## src/hdl/mlfq_pkg.sv

```systemverilog
`default_nettype none
package mlfq_pkg;

  localparam int unsigned IdW    = 5;
  localparam int unsigned IdNum  = 32;
  localparam int unsigned LvlW   = 2;
  localparam int unsigned LvlNum = 3;
  localparam int unsigned CfgW   = 16;

  localparam logic [LvlW-1:0] LVL_LOW = 2'd0;
  localparam logic [LvlW-1:0] LVL_MID = 2'd1;
  localparam logic [LvlW-1:0] LVL_TOP = 2'd2;

  localparam logic [1:0] STATUS_OK       = 2'd0;
  localparam logic [1:0] STATUS_FULL     = 2'd1;
  localparam logic [1:0] STATUS_NOTHING  = 2'd2;
  localparam logic [1:0] STATUS_REJECTED = 2'd3;

  localparam logic [1:0] CFG_ALLOTMENT = 2'd0;
  localparam logic [1:0] CFG_BOOST     = 2'd1;
  localparam logic [1:0] CFG_TOTAL     = 2'd2;

  localparam logic [1:0]  ALLOT_RST = 2'd2;
  localparam logic [7:0]  BOOST_RST = 8'd10;
  localparam logic [15:0] TOTAL_RST = 16'd100;

  typedef struct packed {
    logic            latch;
    logic            reject;
    logic            load_push;
    logic            tick_begin;
    logic            su_clear_run;
    logic            mv_rd;
    logic [LvlW-1:0] mv_from;
    logic            mv_wr;
    logic [LvlW-1:0] mv_to;
    logic            mv_clr;
    logic            set_top;
    logic            cur_dec_chk;
    logic            slice_inc;
    logic            disp_sel;
    logic            disp_rd;
    logic            disp_su_rd;
    logic            disp_wr;
    logic            out_load;
  } dp_cmd_t;

  typedef struct packed {
    logic              is_tick;
    logic              done;
    logic              run_valid;
    logic              boost_hit;
    logic              su_ge_limit;
    logic [LvlW-1:0]   cur_level;
    logic [LvlNum-1:0] cnt_nz;
    logic              slice_fin;
    logic              none_ready;
    logic              out_busy;
  } dp_stat_t;

endpackage
`default_nettype wire

```

## src/hdl/mlfq_tick_scheduler.sv

```systemverilog
`default_nettype none
// channel | handshake            | payload
// in      | in_valid_i/in_ready_o | command_i, task_id_i
// out     | out_valid_o/out_ready_i | switched_o .. status_o
// cfg     | cfg_we_i             | cfg_idx_i, cfg_wdata_i
// A load pushes onto the top queue; a tick requeues the running task at
// its level or one lower, counts the slice and dispatches, or dispatches
// only if none runs; a boost lifts lower tasks to the top one by one.
// Output stalls add on; the queue store has one read and one write port.
// Reset clears pointers, counts and control; queue and slice stores hold.
// One item at a time; a result waits in the output register while the
// next item is accepted, and a second result waits until that transfer.
module mlfq_tick_scheduler
  import mlfq_pkg::*;
#(
  parameter int unsigned MAX_TASKS = 32
) (
  input  wire logic            clk_i,
  input  wire logic            rst_ni,
  input  wire logic            cfg_we_i,
  input  wire logic [1:0]      cfg_idx_i,
  input  wire logic [CfgW-1:0] cfg_wdata_i,
  input  wire logic            in_valid_i,
  output logic                 in_ready_o,
  input  wire logic            command_i,
  input  wire logic [IdW-1:0]  task_id_i,
  output logic                 out_valid_o,
  input  wire logic            out_ready_i,
  output logic                 switched_o,
  output logic [IdW-1:0]       stopped_task_o,
  output logic                 stop_valid_o,
  output logic [IdW-1:0]       started_task_o,
  output logic [LvlW-1:0]      started_level_o,
  output logic                 finished_o,
  output logic [1:0]           status_o
);

  dp_cmd_t  cmd;
  dp_stat_t stat;

  mlfq_control u_ctrl (
    .clk_i      (clk_i),
    .rst_ni     (rst_ni),
    .in_valid_i (in_valid_i),
    .in_ready_o (in_ready_o),
    .stat_i     (stat),
    .cmd_o      (cmd)
  );

  mlfq_datapath #(.MAX_TASKS(MAX_TASKS)) u_dp (
    .clk_i           (clk_i),
    .rst_ni          (rst_ni),
    .cfg_we_i        (cfg_we_i),
    .cfg_idx_i       (cfg_idx_i),
    .cfg_wdata_i     (cfg_wdata_i),
    .command_i       (command_i),
    .task_id_i       (task_id_i),
    .out_ready_i     (out_ready_i),
    .cmd_i           (cmd),
    .stat_o          (stat),
    .out_valid_o     (out_valid_o),
    .switched_o      (switched_o),
    .stopped_task_o  (stopped_task_o),
    .stop_valid_o    (stop_valid_o),
    .started_task_o  (started_task_o),
    .started_level_o (started_level_o),
    .finished_o      (finished_o),
    .status_o        (status_o)
  );

  a_run_not_done: assert property (@(posedge clk_i) disable iff (!rst_ni)
    !(stat.run_valid && stat.done))
    else $error("running task after finish");

  a_one_item: assert property (@(posedge clk_i) disable iff (!rst_ni)
    in_valid_i && in_ready_o |=> !in_ready_o)
    else $error("second item accepted while busy");

  a_stop_zero: assert property (@(posedge clk_i) disable iff (!rst_ni)
    out_valid_o && !stop_valid_o |-> stopped_task_o == '0)
    else $error("stopped task without stop");

  a_level: assert property (@(posedge clk_i) disable iff (!rst_ni)
    out_valid_o && switched_o |-> started_level_o != 2'd3)
    else $error("bad started level");

endmodule
`default_nettype wire

```

## src/hdl/mlfq_datapath.sv

```systemverilog
`default_nettype none
module mlfq_datapath
  import mlfq_pkg::*;
#(
  parameter int unsigned MAX_TASKS = 32
) (
  input  wire logic            clk_i,
  input  wire logic            rst_ni,
  input  wire logic            cfg_we_i,
  input  wire logic [1:0]      cfg_idx_i,
  input  wire logic [CfgW-1:0] cfg_wdata_i,
  input  wire logic            command_i,
  input  wire logic [IdW-1:0]  task_id_i,
  input  wire logic            out_ready_i,
  input  wire dp_cmd_t         cmd_i,
  output dp_stat_t             stat_o,
  output logic                 out_valid_o,
  output logic                 switched_o,
  output logic [IdW-1:0]       stopped_task_o,
  output logic                 stop_valid_o,
  output logic [IdW-1:0]       started_task_o,
  output logic [LvlW-1:0]      started_level_o,
  output logic                 finished_o,
  output logic [1:0]           status_o
);

  localparam int unsigned PtrW = (MAX_TASKS > 1) ? $clog2(MAX_TASKS) : 1;
  localparam int unsigned CntW = $clog2(MAX_TASKS + 1);
  localparam int unsigned SumW = CntW + 2;
  localparam logic [CntW-1:0] CntMax = CntW'(MAX_TASKS);

  function automatic logic [PtrW-1:0] next_slot(input logic [PtrW-1:0] p);
    logic [PtrW:0] s;
    s = {1'b0, p} + 1'b1;
    return (s >= (PtrW+1)'(MAX_TASKS)) ? '0 : s[PtrW-1:0];
  endfunction

  logic [1:0]  allot_q;
  logic [7:0]  boost_period_q;
  logic [15:0] total_q;

  logic [PtrW-1:0] heads_q  [LvlNum];
  logic [PtrW-1:0] tails_q  [LvlNum];
  logic [CntW-1:0] counts_q [LvlNum];
  logic [LvlW-1:0] cur_q;
  logic [7:0]      boost_cnt_q;
  logic [15:0]     slices_q;
  logic            run_valid_q;
  logic [IdW-1:0]  run_task_q;
  logic            done_q;
  logic            boost_hit_q;
  logic            cmd_q;
  logic [IdW-1:0]  id_q;

  logic [IdW-1:0] qmem  [LvlNum][MAX_TASKS];
  logic [1:0]     sumem [IdNum];
  logic [IdW-1:0] q_rd_q;
  logic [1:0]     su_rd_q;

  logic            r_switched_q, r_stop_valid_q, r_finished_q;
  logic [IdW-1:0]  r_stopped_q, r_started_q;
  logic [LvlW-1:0] r_level_q;
  logic [1:0]      r_status_q;

  logic            q_we, q_re, su_we, su_re;
  logic [LvlW-1:0] q_wlvl, q_rlvl;
  logic [PtrW-1:0] q_wptr, q_rptr;
  logic [IdW-1:0]  q_wdata, su_waddr, su_raddr;
  logic [1:0]      su_wdata;
  logic [LvlNum-1:0] cnt_nz;
  logic [SumW-1:0] total_cnt;
  logic [7:0]      bc_inc;
  logic [15:0]     sl_inc;
  logic [LvlW-1:0] sel_lvl;
  logic            to_room;

  always_comb begin
    for (int l = 0; l < LvlNum; l++) begin
      cnt_nz[l] = counts_q[l] != '0;
    end
  end

  assign total_cnt = SumW'(counts_q[0]) + SumW'(counts_q[1]) + SumW'(counts_q[2]);
  assign bc_inc    = boost_cnt_q + 8'd1;
  assign sl_inc    = slices_q + 16'd1;
  assign to_room   = counts_q[cmd_i.mv_to] < CntMax;

  always_comb begin
    priority if (cnt_nz[cur_q]) sel_lvl = cur_q;
    else if (cnt_nz[LVL_TOP])   sel_lvl = LVL_TOP;
    else if (cnt_nz[LVL_MID])   sel_lvl = LVL_MID;
    else if (cnt_nz[LVL_LOW])   sel_lvl = LVL_LOW;
    else                        sel_lvl = cur_q;
  end

  always_comb begin
    q_we     = 1'b0;
    q_wlvl   = LVL_TOP;
    q_wptr   = tails_q[LVL_TOP];
    q_wdata  = id_q;
    q_re     = 1'b0;
    q_rlvl   = cur_q;
    q_rptr   = heads_q[cur_q];
    su_we    = 1'b0;
    su_waddr = id_q;
    su_wdata = 2'd0;
    su_re    = 1'b0;
    su_raddr = run_task_q;
    if (cmd_i.load_push && total_cnt < SumW'(MAX_TASKS)) begin
      q_we  = 1'b1;
      su_we = 1'b1;
    end
    if (cmd_i.tick_begin) su_re = 1'b1;
    if (cmd_i.su_clear_run) begin
      su_we    = 1'b1;
      su_waddr = run_task_q;
    end
    if (cmd_i.mv_rd) begin
      q_re   = 1'b1;
      q_rlvl = cmd_i.mv_from;
      q_rptr = heads_q[cmd_i.mv_from];
    end
    if (cmd_i.mv_wr) begin
      q_we    = to_room;
      q_wlvl  = cmd_i.mv_to;
      q_wptr  = tails_q[cmd_i.mv_to];
      q_wdata = q_rd_q;
      su_we    = cmd_i.mv_clr;
      su_waddr = q_rd_q;
    end
    if (cmd_i.disp_rd) q_re = 1'b1;
    if (cmd_i.disp_su_rd) begin
      su_re    = 1'b1;
      su_raddr = q_rd_q;
    end
    if (cmd_i.disp_wr) begin
      su_we    = 1'b1;
      su_waddr = q_rd_q;
      su_wdata = (su_rd_q == 2'd3) ? 2'd3 : su_rd_q + 2'd1;
    end
  end

  always_ff @(posedge clk_i) begin
    if (q_we) qmem[q_wlvl][q_wptr] <= q_wdata;
    if (q_re) q_rd_q <= qmem[q_rlvl][q_rptr];
    if (su_we) sumem[su_waddr] <= su_wdata;
    if (su_re) su_rd_q <= sumem[su_raddr];
  end

  always_ff @(posedge clk_i) begin
    if (cmd_i.latch) begin
      cmd_q          <= command_i;
      id_q           <= task_id_i;
      r_switched_q   <= 1'b0;
      r_stop_valid_q <= 1'b0;
      r_stopped_q    <= '0;
      r_started_q    <= '0;
      r_level_q      <= '0;
      r_finished_q   <= 1'b0;
      r_status_q     <= STATUS_OK;
    end
    if (cmd_i.reject) r_status_q <= STATUS_REJECTED;
    if (cmd_i.load_push && total_cnt >= SumW'(MAX_TASKS)) r_status_q <= STATUS_FULL;
    if (cmd_i.tick_begin) begin
      r_stop_valid_q <= 1'b1;
      r_stopped_q    <= run_task_q;
    end
    if (cmd_i.slice_inc && sl_inc >= total_q) r_finished_q <= 1'b1;
    if (cmd_i.disp_sel && !(|cnt_nz)) r_status_q <= STATUS_NOTHING;
    if (cmd_i.disp_wr) begin
      r_switched_q <= 1'b1;
      r_started_q  <= q_rd_q;
      r_level_q    <= cur_q;
    end
    if (cmd_i.out_load) begin
      switched_o      <= r_switched_q;
      stopped_task_o  <= r_stopped_q;
      stop_valid_o    <= r_stop_valid_q;
      started_task_o  <= r_started_q;
      started_level_o <= r_level_q;
      finished_o      <= r_finished_q;
      status_o        <= r_status_q;
    end
  end

  always_ff @(posedge clk_i or negedge rst_ni) begin
    if (!rst_ni) begin
      allot_q        <= ALLOT_RST;
      boost_period_q <= BOOST_RST;
      total_q        <= TOTAL_RST;
      for (int l = 0; l < LvlNum; l++) begin
        heads_q[l]  <= '0;
        tails_q[l]  <= '0;
        counts_q[l] <= '0;
      end
      cur_q       <= LVL_TOP;
      boost_cnt_q <= '0;
      slices_q    <= '0;
      run_valid_q <= 1'b0;
      run_task_q  <= '0;
      done_q      <= 1'b0;
      boost_hit_q <= 1'b0;
      out_valid_o <= 1'b0;
    end else begin
      if (cfg_we_i) begin
        unique case (cfg_idx_i)
          CFG_ALLOTMENT: allot_q        <= cfg_wdata_i[1:0];
          CFG_BOOST:     boost_period_q <= cfg_wdata_i[7:0];
          CFG_TOTAL:     total_q        <= cfg_wdata_i;
          default: ;
        endcase
      end
      if (cmd_i.load_push && total_cnt < SumW'(MAX_TASKS)) begin
        tails_q[LVL_TOP]  <= next_slot(tails_q[LVL_TOP]);
        counts_q[LVL_TOP] <= counts_q[LVL_TOP] + 1'b1;
      end
      if (cmd_i.tick_begin) begin
        boost_hit_q <= bc_inc >= boost_period_q;
        boost_cnt_q <= (bc_inc >= boost_period_q) ? 8'd0 : bc_inc;
      end
      if (cmd_i.mv_rd) begin
        heads_q[cmd_i.mv_from]  <= next_slot(heads_q[cmd_i.mv_from]);
        counts_q[cmd_i.mv_from] <= counts_q[cmd_i.mv_from] - 1'b1;
      end
      if (cmd_i.mv_wr && to_room) begin
        tails_q[cmd_i.mv_to]  <= next_slot(tails_q[cmd_i.mv_to]);
        counts_q[cmd_i.mv_to] <= counts_q[cmd_i.mv_to] + 1'b1;
      end
      if (cmd_i.set_top) cur_q <= LVL_TOP;
      if (cmd_i.cur_dec_chk && !cnt_nz[cur_q]) cur_q <= cur_q - 1'b1;
      if (cmd_i.slice_inc) begin
        slices_q <= sl_inc;
        if (sl_inc >= total_q) begin
          for (int l = 0; l < LvlNum; l++) begin
            heads_q[l]  <= '0;
            tails_q[l]  <= '0;
            counts_q[l] <= '0;
          end
          done_q      <= 1'b1;
          run_valid_q <= 1'b0;
        end
      end
      if (cmd_i.disp_sel) begin
        cur_q <= sel_lvl;
        if (!(|cnt_nz)) run_valid_q <= 1'b0;
      end
      if (cmd_i.disp_wr) begin
        run_task_q  <= q_rd_q;
        run_valid_q <= 1'b1;
      end
      if (cmd_i.out_load) out_valid_o <= 1'b1;
      else if (out_ready_i) out_valid_o <= 1'b0;
    end
  end

  assign stat_o.is_tick     = cmd_q;
  assign stat_o.done        = done_q;
  assign stat_o.run_valid   = run_valid_q;
  assign stat_o.boost_hit   = boost_hit_q;
  assign stat_o.su_ge_limit = su_rd_q >= allot_q;
  assign stat_o.cur_level   = cur_q;
  assign stat_o.cnt_nz      = cnt_nz;
  assign stat_o.slice_fin   = sl_inc >= total_q;
  assign stat_o.none_ready  = !(|cnt_nz);
  assign stat_o.out_busy    = out_valid_o && !out_ready_i;

endmodule
`default_nettype wire

```

## src/hdl/mlfq_control.sv

```systemverilog
`default_nettype none
module mlfq_control
  import mlfq_pkg::*;
(
  input  wire logic     clk_i,
  input  wire logic     rst_ni,
  input  wire logic     in_valid_i,
  output logic          in_ready_o,
  input  wire dp_stat_t stat_i,
  output dp_cmd_t       cmd_o
);

  typedef enum logic [14:0] {
    S_IDLE   = 15'h0001,
    S_DECODE = 15'h0002,
    S_LOAD   = 15'h0004,
    S_T_SU   = 15'h0008,
    S_T_DEC  = 15'h0010,
    S_MV_RD  = 15'h0020,
    S_MV_WR  = 15'h0040,
    S_LIFT   = 15'h0080,
    S_POST   = 15'h0100,
    S_DEC    = 15'h0200,
    S_SLICE  = 15'h0400,
    S_D_SEL  = 15'h0800,
    S_D_RD   = 15'h1000,
    S_D_SU   = 15'h2000,
    S_D_WR   = 15'h4000
  } state_e;

  state_e          state_q, state_d, ret_q, ret_d;
  logic [LvlW-1:0] from_q, from_d, to_q, to_d;
  logic            clr_q, clr_d, top_dem_q, top_dem_d, out_pend_q, out_pend_d;

  assign in_ready_o = (state_q == S_IDLE) && !out_pend_q;

  always_comb begin
    cmd_o      = '0;
    state_d    = state_q;
    ret_d      = ret_q;
    from_d     = from_q;
    to_d       = to_q;
    clr_d      = clr_q;
    top_dem_d  = top_dem_q;
    out_pend_d = out_pend_q;
    cmd_o.mv_from = from_q;
    cmd_o.mv_to   = to_q;
    cmd_o.mv_clr  = clr_q;
    if (out_pend_q && !stat_i.out_busy) begin
      cmd_o.out_load = 1'b1;
      out_pend_d     = 1'b0;
    end
    unique case (state_q)
      S_IDLE: begin
        if (in_valid_i && in_ready_o) begin
          cmd_o.latch = 1'b1;
          state_d     = S_DECODE;
        end
      end
      S_DECODE: begin
        priority if (stat_i.done) begin
          cmd_o.reject = 1'b1;
          out_pend_d   = 1'b1;
          state_d      = S_IDLE;
        end else if (!stat_i.is_tick) state_d = S_LOAD;
        else if (!stat_i.run_valid)   state_d = S_D_SEL;
        else                          state_d = S_T_SU;
      end
      S_LOAD: begin
        cmd_o.load_push = 1'b1;
        out_pend_d      = 1'b1;
        state_d         = S_IDLE;
      end
      S_T_SU: begin
        cmd_o.tick_begin = 1'b1;
        state_d          = S_T_DEC;
      end
      S_T_DEC: begin
        clr_d   = 1'b0;
        state_d = S_MV_RD;
        from_d  = stat_i.cur_level;
        to_d    = stat_i.cur_level;
        ret_d   = S_SLICE;
        if (stat_i.boost_hit) begin
          if (stat_i.cur_level == LVL_TOP && stat_i.su_ge_limit) begin
            cmd_o.su_clear_run = 1'b1;
            top_dem_d          = 1'b1;
            state_d            = S_LIFT;
          end else begin
            top_dem_d = 1'b0;
            ret_d     = S_LIFT;
          end
        end else if (stat_i.cur_level != LVL_LOW && stat_i.su_ge_limit) begin
          cmd_o.su_clear_run = 1'b1;
          to_d               = stat_i.cur_level - 1'b1;
          ret_d              = S_DEC;
        end
      end
      S_MV_RD: begin
        if (stat_i.cnt_nz[from_q]) begin
          cmd_o.mv_rd = 1'b1;
          state_d     = S_MV_WR;
        end else begin
          state_d = ret_q;
        end
      end
      S_MV_WR: begin
        cmd_o.mv_wr = 1'b1;
        state_d     = ret_q;
      end
      S_LIFT: begin
        ret_d = S_LIFT;
        to_d  = LVL_TOP;
        clr_d = 1'b1;
        priority if (stat_i.cnt_nz[LVL_MID]) begin
          from_d  = LVL_MID;
          state_d = S_MV_RD;
        end else if (stat_i.cnt_nz[LVL_LOW]) begin
          from_d  = LVL_LOW;
          state_d = S_MV_RD;
        end else begin
          state_d = S_POST;
        end
      end
      S_POST: begin
        if (top_dem_q) begin
          from_d  = LVL_TOP;
          to_d    = LVL_MID;
          clr_d   = 1'b0;
          ret_d   = S_SLICE;
          state_d = S_MV_RD;
        end else begin
          cmd_o.set_top = 1'b1;
          state_d       = S_SLICE;
        end
      end
      S_DEC: begin
        cmd_o.cur_dec_chk = 1'b1;
        state_d           = S_SLICE;
      end
      S_SLICE: begin
        cmd_o.slice_inc = 1'b1;
        if (stat_i.slice_fin) begin
          out_pend_d = 1'b1;
          state_d    = S_IDLE;
        end else begin
          state_d = S_D_SEL;
        end
      end
      S_D_SEL: begin
        cmd_o.disp_sel = 1'b1;
        if (stat_i.none_ready) begin
          out_pend_d = 1'b1;
          state_d    = S_IDLE;
        end else begin
          state_d = S_D_RD;
        end
      end
      S_D_RD: begin
        cmd_o.disp_rd = 1'b1;
        state_d       = S_D_SU;
      end
      S_D_SU: begin
        cmd_o.disp_su_rd = 1'b1;
        state_d          = S_D_WR;
      end
      S_D_WR: begin
        cmd_o.disp_wr = 1'b1;
        out_pend_d    = 1'b1;
        state_d       = S_IDLE;
      end
      default: state_d = S_IDLE;
    endcase
  end

  always_ff @(posedge clk_i or negedge rst_ni) begin
    if (!rst_ni) begin
      state_q    <= S_IDLE;
      ret_q      <= S_SLICE;
      from_q     <= LVL_TOP;
      to_q       <= LVL_TOP;
      clr_q      <= 1'b0;
      top_dem_q  <= 1'b0;
      out_pend_q <= 1'b0;
    end else begin
      state_q    <= state_d;
      ret_q      <= ret_d;
      from_q     <= from_d;
      to_q       <= to_d;
      clr_q      <= clr_d;
      top_dem_q  <= top_dem_d;
      out_pend_q <= out_pend_d;
    end
  end

endmodule
`default_nettype wire
```

## config.mk

```make
export PLATFORM = sky130hd
export DESIGN_NAME = mlfq_tick_scheduler
export DESIGN_NICKNAME = d
export VERILOG_FILES = /design/src/hdl/mlfq_pkg.sv /design/src/hdl/mlfq_tick_scheduler.sv /design/src/hdl/mlfq_datapath.sv /design/src/hdl/mlfq_control.sv
export SDC_FILE = /design/constraint.sdc
export NUM_CORES = 1
export LEC_CHECK = 0
export BUFFER_PORTS_ARGS = -buffer_cell sky130_fd_sc_hd__buf_2
export CAP_MARGIN = 10
export CELL_PAD_IN_SITES_DETAIL_PLACEMENT = 1
export CELL_PAD_IN_SITES_GLOBAL_PLACEMENT = 1
export CORE_MARGIN = 2
export CORE_UTILIZATION = 53
export DETAILED_ROUTE_END_ITERATION = 8
export MAX_ROUTING_LAYER = met4
export PLACE_DENSITY_LB_ADDON = 0.1
export SETUP_SLACK_MARGIN = 0.2
export SLEW_MARGIN = 20
export SYNTH_ARGS = -nofsm -noshare
export SYNTH_HDL_FRONTEND = slang
export SYNTH_SLANG_ARGS = --single-unit
```

## constraint.sdc

```tcl
create_clock -name clk_i -period 12.7 [get_ports clk_i]
set_input_delay 1.905 -clock clk_i [delete_from_list [all_inputs] [get_ports clk_i]]
set_output_delay 1.905 -clock clk_i [all_outputs]
set_load 0.1 [all_outputs]
```

==> metrics.md, run 1 <==
| Metric | Value |
|---|---|
| Switching share of power | `0.284` |
| Tot Pwr | `approximately 6.0 mW` |
| Worst VDD drop | `~0.13 mV` |
| Crit Path Class | `reg -> reg` |
| Largest net degree at the start of global routing | `97` |
| Final #Nets | `~2900` |
| Starting DRC count in detailed routing | `roughly 2100` |
| Drt total wl | `95600 microns` |
| Vias | `around 23000` |
| Routed vias/inst | `6.19` |
| PD cells | `about 170 nW/um^2` |
| Ports | `48` |
| Status | `complete, no violations` |
| Max-slew violations | `0` |
| Synth Flop Type | `edfxtp_1` |
| Post-Synthesis Cells | `roughly 2800` |
| Chip width | `about 250 microns` |
| HPWL Detailed | `between 50000 and 60000 microns` |
| Critical Path AT | `5580 ps` |
| Clock root cell | `clkbuf_16` |
| # Max-Cap Violations | `0` |
| CP max FO | `approximately 70` |
| Ys Warns | `0` |
| RSZ-0062 raised after global routing | `false` |
| Clk_lat worst skew | `between 600 and 700 ps` |
| Drc violations | `0` |
| Total count of hold-check failures in the final report | `0` |
| Slew margin rel. | `0.250` |
| First-pass GRT wire length | `147000 microns` |
| H-Tree Depth | `3` |
| Max stage delay on crit path | `a little under 800 ps` |
| Synth Register Bits | `725` |
| Total Die Area | `approximately 64000 sq um` |
| Net count after synthesis | `2928` |
| Crit path top cell by count | `and3_1` |
| Vias in the first global route | `about 24000` |
| Share of power burned in registers | `0.457` |
| Minimum clock period | `around 5200 ps` |
| GRT Util Overall | `0.312` |
| Routed len/inst | `between 20 and 30 microns` |
| CTS max path bufs | `3` |
| CP Capture Type | `flip-flop` |
| Clock Pin Slew Worst Setup and Hold Paths | `~60 ps` |
| Num CTS Buffers | `79` |
| Cell row count | `approximately 90` |
| Layout Cells excl Fill | `about 3700` |
| Sequential share of the synthesized area | `0.644` |
| Final Core Density | `0.590` |
| # port buffers | `between 40 and 50` |
| Total grt overflow | `0` |
| Placed Instances | `between 3000 and 4000` |
| Max Fclk | `0.192 GHz` |
| Initial core utilization | `0.533` |
| Syn avg cell area | `about 11 sq um` |
| Area growth, synth to finish | `10.7%` |
| Setup Total Neg Slack | `0 ps` |
| Initial DRT Pass Iterations | `7` |
| Crit-path slowest cell | `buf_4` |
| Core footprint | `between 60000 and 70000 sq um` |
| Die height | `252 microns` |
| Clk sinks | `725` |
| # diodes | `0` |
| Comb pwr share | `0.160` |
| Measured slew at the worst slew-check pin | `1130 ps` |
| Crit path launch type | `flip-flop` |
| Layout cells sized above 1 | `0.0942` |
| Clock Skews | `21.7 ps` |
| Final Cycle Share | `0.409` |
| Critical Path RT | `13080 ps` |
| EDFF count, synth | `around 590` |
| Worst hold path class | `reg -> reg` |
| Crit-path cells | `nor4_2 -> and3_1 -> nand3_1 -> o21ai_1 -> and2_4 -> buf_4 -> mux2i_1 -> mux2_2 -> a21oi_1 -> o22a_1 -> or4_1 -> and3_1` |
| Antenna viol nets, final | `0` |
| Cts hold-fix bufs | `0` |
| Leading cell types in the layout, fill and taps excluded | `nand2_1, edfxtp_1, nor2_1, nand3_1, dfrtp_1` |
| Setup repair bufs after CTS | `0` |
| Cell Int Power | `around 4.3 mW` |
| Final setup viols | `0` |
| Cell variety after synth | `77` |
| Leakage | `about 13 nW` |
| Post-synth ARST share | `0.185` |
| Clk pwr share | `0.383` |
| Resized cells post-CTS | `0` |
| Placer Congestion | `just under 0.9` |
| Psw | `between 1.5 and 2 mW` |
| Post-Syn Area | `32700 sq um` |
| CTS tree | `built` |
| Commonest non-fill, non-tap cell in the layout | `nand2_1` |
| Initial antenna violation count | `0` |
==> synthesized netlist by cell type (all sizes together), types with 32 or more instances <==
cell type | number | share of area
buf | 60 | 0.011
a31oi | 43 | 0.0082
ha | 49 | 0.019
a211oi | 37 | 0.0087
clkbuf | 89 | 0.010
nand3 | 224 | 0.034
edfxtp | 586 | 0.54
nor2 | 277 | 0.032
nand2 | 599 | 0.069
a21oi | 87 | 0.014
and3 | 32 | 0.0061
inv | 57 | 0.0065
dfrtp | 123 | 0.094
xnor2 | 35 | 0.0094
o21ai | 71 | 0.011
and2 | 33 | 0.0064
mux2i | 102 | 0.031
==> final cells by class <==
type,count,area [sq um]
Multi-Input combinational cell,1917,10800
Sequential cell,725,21100
Fill cell,6279,25200
Tap cell,790,988
Inverter,57,214
Clock inverter,45,440
Timing Repair Buffer,87,574
Clock buffer,98,2130
==> worst max-delay path, delay by kind of cell (launching register included) <==
kind | cells | cell delay, ps
AND/OR/NAND/NOR | 6 | 2360
AO/OA/AOI/OAI | 3 | 810
flip-flops | 1 | 430
multiplexers | 2 | 510
buffers and inverters | 1 | 770
==> power by group through the flow <==
stage          Combinational [mW]  Sequential, mW  Clock, mW
2_1_floorplan               0.593            2.80          0
3_3_place_gp                0.921            2.80          0
3_5_place_dp                0.945            2.80          0
4_1_cts                     0.955            2.75       2.33
5_1_grt                      1.04            2.76       2.41
6_report                    0.963            2.75       2.31
==> sequential cells by signal, indices dropped and copies added (netlist names), 8 cells and up <==
register	cells
u_dp.slices_q	16
u_ctrl.state_q	15
u_dp.tails_q	15
u_dp.boost_cnt_q	8
u_dp.sumem	64
u_dp.boost_period_q	8
u_dp.heads_q	15
u_dp.qmem	480
u_dp.total_q	16
u_dp.counts_q	18
==> cells by family after synthesis <==
kind of cell | share of synthesized area
simple gates | 0.175
xor+xnor | 0.0158
mux | 0.0416
flops | 0.644
buf+inv | 0.0282
fa+ha+maj | 0.0200
compound gates | 0.0752
==> metrics by stage <==
step | setup slack [ps] | hold slack [ps] | instance area [sq um]
floorplan | 6450 | 400 | 32700
global placement | 7860 | 408 | 33600
detailed placement | 7680 | 406 | 33600
CTS | 7600 | 420 | 36200
global route | 7300 | 428 | 36200
finish | 7500 | 418 | 36200
==> path summary, 6_finish.rpt <==
| check | startpoint | slack (ps) | cells past startpoint | to |
|---|---|---|---|---|
| hold reg to reg | u_dp.r_started_q[3]$_SDFFCE_PN0P_ | 420 | 0 | u_dp.started_task_o[3]$_DFFE_PP_ |
| min in group asynchronous | rst_ni | 1270 | 1 | u_dp.counts_q[5]$_DFF_PN0_ |
| setup / recovery | u_ctrl.state_q[6]$_DFFE_PN0P_ | 7500 | 12 | u_dp.q_rd_q[4]$_DFFE_PP_ |
| setup reg to reg | u_ctrl.state_q[6]$_DFFE_PN0P_ | 7500 | 12 | u_dp.q_rd_q[4]$_DFFE_PP_ |
| max in group asynchronous | rst_ni | 10010 | 2 | u_ctrl.top_dem_q$_DFFE_PN0P_ |
| hold / removal | u_dp.r_started_q[3]$_SDFFCE_PN0P_ | 420 | 0 | u_dp.started_task_o[3]$_DFFE_PP_ |
==> routing by layer <==
metal	GRT usage	vias up	wire, microns
met2	0.519	748	47600
met5	-	-	0
met1	0.391	11700	39000
li1	-	10300	-
met4	0.118	0	3520
met3	0.0462	227	5450
(Power assumes the default switching activity.)
==> run 2, diff against run 1 <==
--- a/config.mk
+++ b/config.mk
@@ -10,7 +10,7 @@
 export CELL_PAD_IN_SITES_DETAIL_PLACEMENT = 1
 export CELL_PAD_IN_SITES_GLOBAL_PLACEMENT = 1
 export CORE_MARGIN = 2
-export CORE_UTILIZATION = 53
+export CORE_UTILIZATION = 47
 export DETAILED_ROUTE_END_ITERATION = 8
 export MAX_ROUTING_LAYER = met4
 export PLACE_DENSITY_LB_ADDON = 0.1
==> constraint.sdc (replaced) <==
create_clock -name clk_i -period 4.32 [get_ports clk_i]
set_input_delay 0.648 -clock clk_i [delete_from_list [all_inputs] [get_ports clk_i]]
set_output_delay 0.648 -clock clk_i [all_outputs]
set_load 0.1 [all_outputs]
==> run 2 against run 1 <==
Against the previous run: final area up 4.5%; sequential power rose to 2.9 times the previous value; clock skew up 5.3 ps; largest cell class unchanged; first-iteration DRC count down 17%; largest power group unchanged; non-clock buffer count up 123; power rose to 3.0 times the previous value; critical path depth up 1; register-to-register slack worse by 7200 ps; utilization down 3.9 points; flip-flop and latch count unchanged; maximum frequency up 29%; worst hold slack worse by 360 ps.
==> metrics.md, run 2 (synthesized netlist as in run 1, its figures left out) <==
| Metric | Value |
|---|---|
| Status | `complete, no violations (unchanged)` |
| Cell Int Power | `12.7 mW (was 4.31 mW)` |
| Routed vias/inst | `5.88 (was 6.19)` |
| Worst VDD drop | `0.450 mV (was 0.134 mV)` |
| Max FFs per register | `480 (unchanged)` |
| H-Tree Depth | `3 (unchanged)` |
| Largest net degree at the start of global routing | `87 (was 97)` |
| Comb pwr share | `0.186 (was 0.160)` |
| Switching share of power | `0.292 (was 0.284)` |
| Initial antenna violation count | `1 (was 0)` |
| Core footprint | `68700 sq um (was 61400 sq um)` |
| PD cells | `474 nW/um^2 (was 166 nW/um^2)` |
| Antenna viol nets, final | `0 (unchanged)` |
| Final Cycle Share | `0.935 (was 0.409)` |
| CTS max path bufs | `3 (unchanged)` |
| Leading cell types in the layout, fill and taps excluded | `nand2_1, edfxtp_1, nor2_1, nand3_1, buf_4 (was nand2_1, edfxtp_1, nor2_1, nand3_1, dfrtp_1)` |
| Placed Instances | `3825 (was 3575)` |
| Die height | `268 microns (was 252 microns)` |
| RSZ-0062 raised after global routing | `false (unchanged)` |
| Clk pwr share | `0.364 (was 0.383)` |
| Final #Nets | `3071 (was 2947)` |
| Commonest non-fill, non-tap cell in the layout | `nand2_1 (unchanged)` |
| Tot Pwr | `17.9 mW (was 6.02 mW)` |
| Total Die Area | `71700 sq um (was 63700 sq um)` |
| Worst hold path class | `in -> async (was reg -> reg)` |
| First-pass GRT wire length | `153000 microns (was 147000 microns)` |
| Drc violations | `0 (unchanged)` |
| Total placed instance area | `34900 sq um (was 33600 sq um)` |
| Setup Total Neg Slack | `0 ps (unchanged)` |
| Routed len/inst | `25.1 microns (was 25.7 microns)` |
| Total grt overflow | `0 (unchanged)` |
| Clk sinks | `725 (unchanged)` |
| Total count of hold-check failures in the final report | `0 (unchanged)` |
| Pre-CTS setup slack | `-274 ps (was 7680 ps)` |
| Max-slew violations | `0 (unchanged)` |
| Layout Cells excl Fill | `3989 (was 3719)` |
| Clock root cell | `clkbuf_16 (unchanged)` |
| GRT Util Overall | `0.291 (was 0.312)` |
| Final WS setup | `281 ps (was 7500 ps)` |
| Drt total wl | `100000 microns (was 95600 microns)` |
| Vias in the first global route | `24800 (was 24400)` |
| Clock Pin Slew Worst Setup and Hold Paths | `60 ps (about the same)` |
| Initial DRT Pass Iterations | `5 (was 7)` |
| Minimum clock period | `4040 ps (was 5200 ps)` |
| Hold_ws | `61.8 ps (was 418 ps)` |
| Largest register by flop count | `u_dp.qmem (unchanged)` |
| Leakage | `14.2 nW (was 13.5 nW)` |
| Cell row count | `96 (was 91)` |
| Slew margin rel. | `0.350 (was 0.250)` |
| Final Core Density | `0.551 (was 0.590)` |
| Crit path launch type | `flip-flop (unchanged)` |
| Critical Path RT | `4710 ps (was 13080 ps)` |
| Crit Path Class | `reg -> reg (unchanged)` |
| CTS tree | `built (unchanged)` |
| Area growth, synth to finish | `15.7% (was 10.7%)` |
| CP max FO | `8 (was 71)` |
| Initial core utilization | `0.476 (was 0.533)` |
| Vias | `23500 (was 23000)` |
| Clk_lat worst skew | `650 ps (was 630 ps)` |
| CP Capture Type | `flip-flop (unchanged)` |
| Measured slew at the worst slew-check pin | `974 ps (was 1130 ps)` |
| Chip width | `268 microns (was 252 microns)` |
| HPWL Detailed | `66500 microns (was 59800 microns)` |
| Placer Congestion | `0.924 (was 0.885)` |
| Design Area, Final | `37800 sq um (was 36200 sq um)` |
| Final setup viols | `0 (unchanged)` |
| # Max-Cap Violations | `0 (unchanged)` |
| Largest registers | `u_dp.qmem: 480 flops, u_dp.sumem: 64 flops, u_dp.counts_q: 18 flops (unchanged)` |
| Num CTS Buffers | `80 (was 79)` |
| Starting DRC count in detailed routing | `1722 (was 2087)` |
| Critical Path AT | `4430 ps (was 5580 ps)` |
| Share of power burned in registers | `0.450 (was 0.457)` |
| # port buffers | `47 (unchanged)` |
| Clock Skews | `27.0 ps (was 21.7 ps)` |
| Psw | `5.24 mW (was 1.71 mW)` |
| Max Fclk | `0.248 GHz (was 0.192 GHz)` |
| Ports | `48 (unchanged)` |
| Layout cells sized above 1 | `0.150 (was 0.0942)` |
run 2: final cells by class:
type | instances | area (sq um)
diodes | 1 | 2.50
clock buffers | 110 | 2210
clock inverters | 38 | 270
fillers | 7139 | 30900
inverters | 57 | 214
multi-input cells | 1917 | 11100
flip-flops and latches | 725 | 21100
well taps | 931 | 1160
repair buffers | 210 | 1810
run 2: critical path, stage by stage (launching register included):
cell     delay (ps)
dfrtp_1         400
or4_1           540
or4_4           490
a21oi_4         260
or3_4           180
and2_4          240
buf_4           160
buf_4           120
mux2i_1         230
mux2_2          230
a21oi_1          80
o22a_1          180
or4_1           490
and3_1          190
run 2: power by group through the flow:
stage | Sequential, mW | Combinational [mW] | Clock, mW
4_1_cts | 8.07 | 3.30 | 6.63
3_3_place_gp | 8.20 | 3.20 | 0
3_5_place_dp | 8.21 | 3.28 | 0
6_report | 8.07 | 3.34 | 6.52
2_1_floorplan | 8.23 | 1.75 | 0
5_1_grt | 8.08 | 3.57 | 6.86
run 2: repair_timing:
item / in CTS / in global routing
endpoints found under the setup margin: 431 / 529
hold buffers: 0 / 0
pin swaps: 1 / 7
buffers inserted: 8 / 7
resized for setup: 8 / 81
run 2: layer usage:
metal,vias to the layer above,GRT usage,wire (microns)
li1,10600,-,-
met4,0,0.108,3860
met1,11900,0.367,41700
met5,-,-,0
met3,223,0.0422,5510
met2,763,0.480,49100
run 2: final timing paths:
check                      cells past startpoint  slack (ps)                               end                         startpoint
max                                           13         280          u_dp.q_rd_q[4]$_DFFE_PP_        u_dp.counts_q[12]$_DFF_PN0_
min                                            1          60      u_dp.total_q[10]$_DFFE_PN0P_                             rst_ni
max reg2reg                                   13         280          u_dp.q_rd_q[4]$_DFFE_PP_        u_dp.counts_q[12]$_DFF_PN0_
min reg2reg                                    0         420  u_dp.started_task_o[1]$_DFFE_PP_  u_dp.r_started_q[1]$_SDFFCE_PN0P_
max in group asynchronous                      2        3260     u_ctrl.state_q[0]$_DFFE_PN1P_                             rst_ni
min in group clk_i                             1         190            u_dp.id_q[4]$_DFFE_PP_                       task_id_i[4]
==> run 3, diff against run 2 <==
--- a/config.mk
+++ b/config.mk
@@ -11,6 +11,7 @@
 export CELL_PAD_IN_SITES_GLOBAL_PLACEMENT = 1
 export CORE_MARGIN = 2
 export CORE_UTILIZATION = 47
+export CTS_BUF_LIST = sky130_fd_sc_hd__clkbuf_16
 export DETAILED_ROUTE_END_ITERATION = 8
 export MAX_ROUTING_LAYER = met4
 export PLACE_DENSITY_LB_ADDON = 0.1
==> run 3 against run 2 <==
Against the previous run: register-to-register slack got worse by 30 ps; worst hold slack got worse by 2.6 ps; largest power group unchanged; highest routed layer unchanged; critical path depth rose by 2; non-clock buffer count rose by 1; flip-flop and latch count did not move; final area barely moved; setup slack got worse by 32 ps.
==> metrics.md, run 3 (synthesized netlist as in run 1, its figures left out) <==
| Metric | Value |
|---|---|
| CP Capture Type | `flip-flop (unchanged)` |
| RSZ-0062 raised after global routing | `true (was false)` |
| # port buffers | `47 (unchanged)` |
| Layout cells sized above 1 | `0.152 (was 0.150)` |
| Initial DRT Pass Iterations | `5 (unchanged)` |
| Cell row count | `96 (unchanged)` |
| Ports | `48 (unchanged)` |
| Clock root cell | `clkbuf_16 (unchanged)` |
| Hold_ws | `59.2 ps (was 61.8 ps)` |
| Largest registers | `u_dp.qmem: 480 flops, u_dp.sumem: 64 flops, u_dp.counts_q: 18 flops (unchanged)` |
| First-pass GRT wire length | `153000 microns (about the same)` |
| Status | `complete, no violations (unchanged)` |
| Commonest non-fill, non-tap cell in the layout | `nand2_1 (unchanged)` |
| Vias in the first global route | `24800 (about the same)` |
| Initial antenna violation count | `0 (was 1)` |
| H-Tree Depth | `3 (unchanged)` |
| Clk_lat worst skew | `650 ps (about the same)` |
| Worst hold path class | `in -> async (unchanged)` |
| GRT Util Overall | `0.291 (about the same)` |
| Initial core utilization | `0.476 (unchanged)` |
| Final setup viols | `0 (unchanged)` |
| Num CTS Buffers | `80 (unchanged)` |
| Final #Nets | `3073 (was 3071)` |
| HPWL Detailed | `66500 microns (unchanged)` |
| Largest net degree at the start of global routing | `87 (unchanged)` |
| Starting DRC count in detailed routing | `1786 (was 1722)` |
| # Max-Cap Violations | `0 (unchanged)` |
| Max Fclk | `0.246 GHz (was 0.248 GHz)` |
| Clk sinks | `725 (unchanged)` |
| Leading cell types in the layout, fill and taps excluded | `nand2_1, edfxtp_1, nor2_1, nand3_1, buf_4 (unchanged)` |
| Core footprint | `68700 sq um (unchanged)` |
| Worst VDD drop | `0.451 mV (was 0.450 mV)` |
| Tot Pwr | `17.8 mW (was 17.9 mW)` |
| Antenna viol nets, final | `0 (unchanged)` |
| CP max FO | `18 (was 8)` |
| Total placed instance area | `34900 sq um (unchanged)` |
| PD cells | `470 nW/um^2 (was 474 nW/um^2)` |
| Clock Skews | `23.6 ps (was 27.0 ps)` |
| CTS max path bufs | `3 (unchanged)` |
| Critical Path RT | `4680 ps (was 4710 ps)` |
| Vias | `23500 (about the same)` |
| # diodes | `0 (was 1)` |
| Largest register by flop count | `u_dp.qmem (unchanged)` |
| CTS tree | `built (unchanged)` |
| Drt total wl | `100000 microns (about the same)` |
| Die height | `268 microns (unchanged)` |
| Crit Path Class | `reg -> reg (unchanged)` |
| Clock Pin Slew Worst Setup and Hold Paths | `60 ps (about the same)` |
| Crit path launch type | `flip-flop (unchanged)` |
| Routed vias/inst | `5.89 (was 5.88)` |
| Slew margin rel. | `0.367 (was 0.350)` |
| Total Die Area | `71700 sq um (unchanged)` |
| Max-slew violations | `0 (unchanged)` |
| Max FFs per register | `480 (unchanged)` |
| Leakage | `14.3 nW (was 14.2 nW)` |
| Drc violations | `0 (unchanged)` |
| Final Cycle Share | `0.942 (was 0.935)` |
| Placer Congestion | `0.924 (unchanged)` |
| Cts hold-fix bufs | `0 (unchanged)` |
| Measured slew at the worst slew-check pin | `950 ps (was 974 ps)` |
| Total grt overflow | `0 (unchanged)` |
| Routed len/inst | `25.2 microns (was 25.1 microns)` |
| Design Area, Final | `37900 sq um (was 37800 sq um)` |
| Minimum clock period | `4070 ps (was 4040 ps)` |
| Critical Path AT | `4430 ps (about the same)` |
| Area growth, synth to finish | `15.8% (was 15.7%)` |
| Chip width | `268 microns (unchanged)` |
| Total count of hold-check failures in the final report | `0 (unchanged)` |
## run 3: cell count changes in the layout (fill, tap and decap cells not counted), sizes merged
cell	before	now
diode	1	0
clkinv	33	38
nor2	277	278
buf	210	211
clkbuf	110	82
inv	59	82
## run 3: worst max-delay path, stage by stage, from the launching register on
cell and delay (ps):
dfrtp_1 400, or4_1 550, or4_4 490, a31oi_2 260
buf_4 190, nor2_4 100, buf_12 180, buf_4 180
nand2_1 80, and3_1 160, a31oi_1 70, o21ai_0 320
nand3_1 140, a2111oi_1 460, buf_4 180, a211oi_1 40
## run 3: routing by layer
layer  track usage  vias up  share of wire
li1              -    10600              -
met1         0.367    12000           0.41
met2         0.478      780           0.49
met3        0.0435      222          0.059
met4         0.110        0          0.040
met5             -        -              0
## run 3: layout make-up
type                    instances  area (sq um)
clock buffers                  82          2050
clock inverters                66           375
fillers                      7145         30800
inverters                      57           214
multi-input cells            1918         11200
flip-flops and latches        725         21100
well taps                     931          1160
repair buffers                211          1820
## run 3: metrics by stage
stage | worst slack (ps) | util | setup TNS [ps] | std cells
2_1_floorplan | 207 | - | 0 | 2848
5_1_grt | 168 | 0.551 | 0 | 3990
3_3_place_gp | -173 | 0.508 | -173 | 3825
3_5_place_dp | -274 | 0.508 | -275 | 3825
4_1_cts | 208 | 0.545 | 0 | 3981
6_report | 250 | 0.551 | 0 | 3990
## run 3: final timing paths
check / start / endpoint / slack [ps] / cells after the start
hold reg to reg: u_dp.r_started_q[1]$_SDFFCE_PN0P_ / u_dp.started_task_o[1]$_DFFE_PP_ / 420 / 0
min in group clk_i: task_id_i[4] / u_dp.id_q[4]$_DFFE_PP_ / 190 / 1
setup / recovery: u_dp.counts_q[12]$_DFF_PN0_ / u_dp.q_rd_q[2]$_DFFE_PP_ / 250 / 15
max in group asynchronous: rst_ni / u_ctrl.state_q[0]$_DFFE_PN1P_ / 3260 / 2
setup reg to reg: u_dp.counts_q[12]$_DFF_PN0_ / u_dp.q_rd_q[2]$_DFFE_PP_ / 250 / 15
hold / removal: rst_ni / u_dp.total_q[10]$_DFFE_PN0P_ / 60 / 1
## run 3: power breakdown
group	switching, mW	total [mW]	leakage, nW	internal [mW]
clock	2.82	6.38	1.27	3.56
sequential	0.121	8.07	6.98	7.95
combinational	2.30	3.36	6.06	1.05
total	5.25	17.8	14.3	12.6
## run 3: what timing repair did
action,in CTS,in global routing
pin swaps,1,8
hold endpoints to repair,0,0
setup buffers,8,8
gates cloned,0,1
endpoints found under the setup margin,430,529
resized for setup,8,96
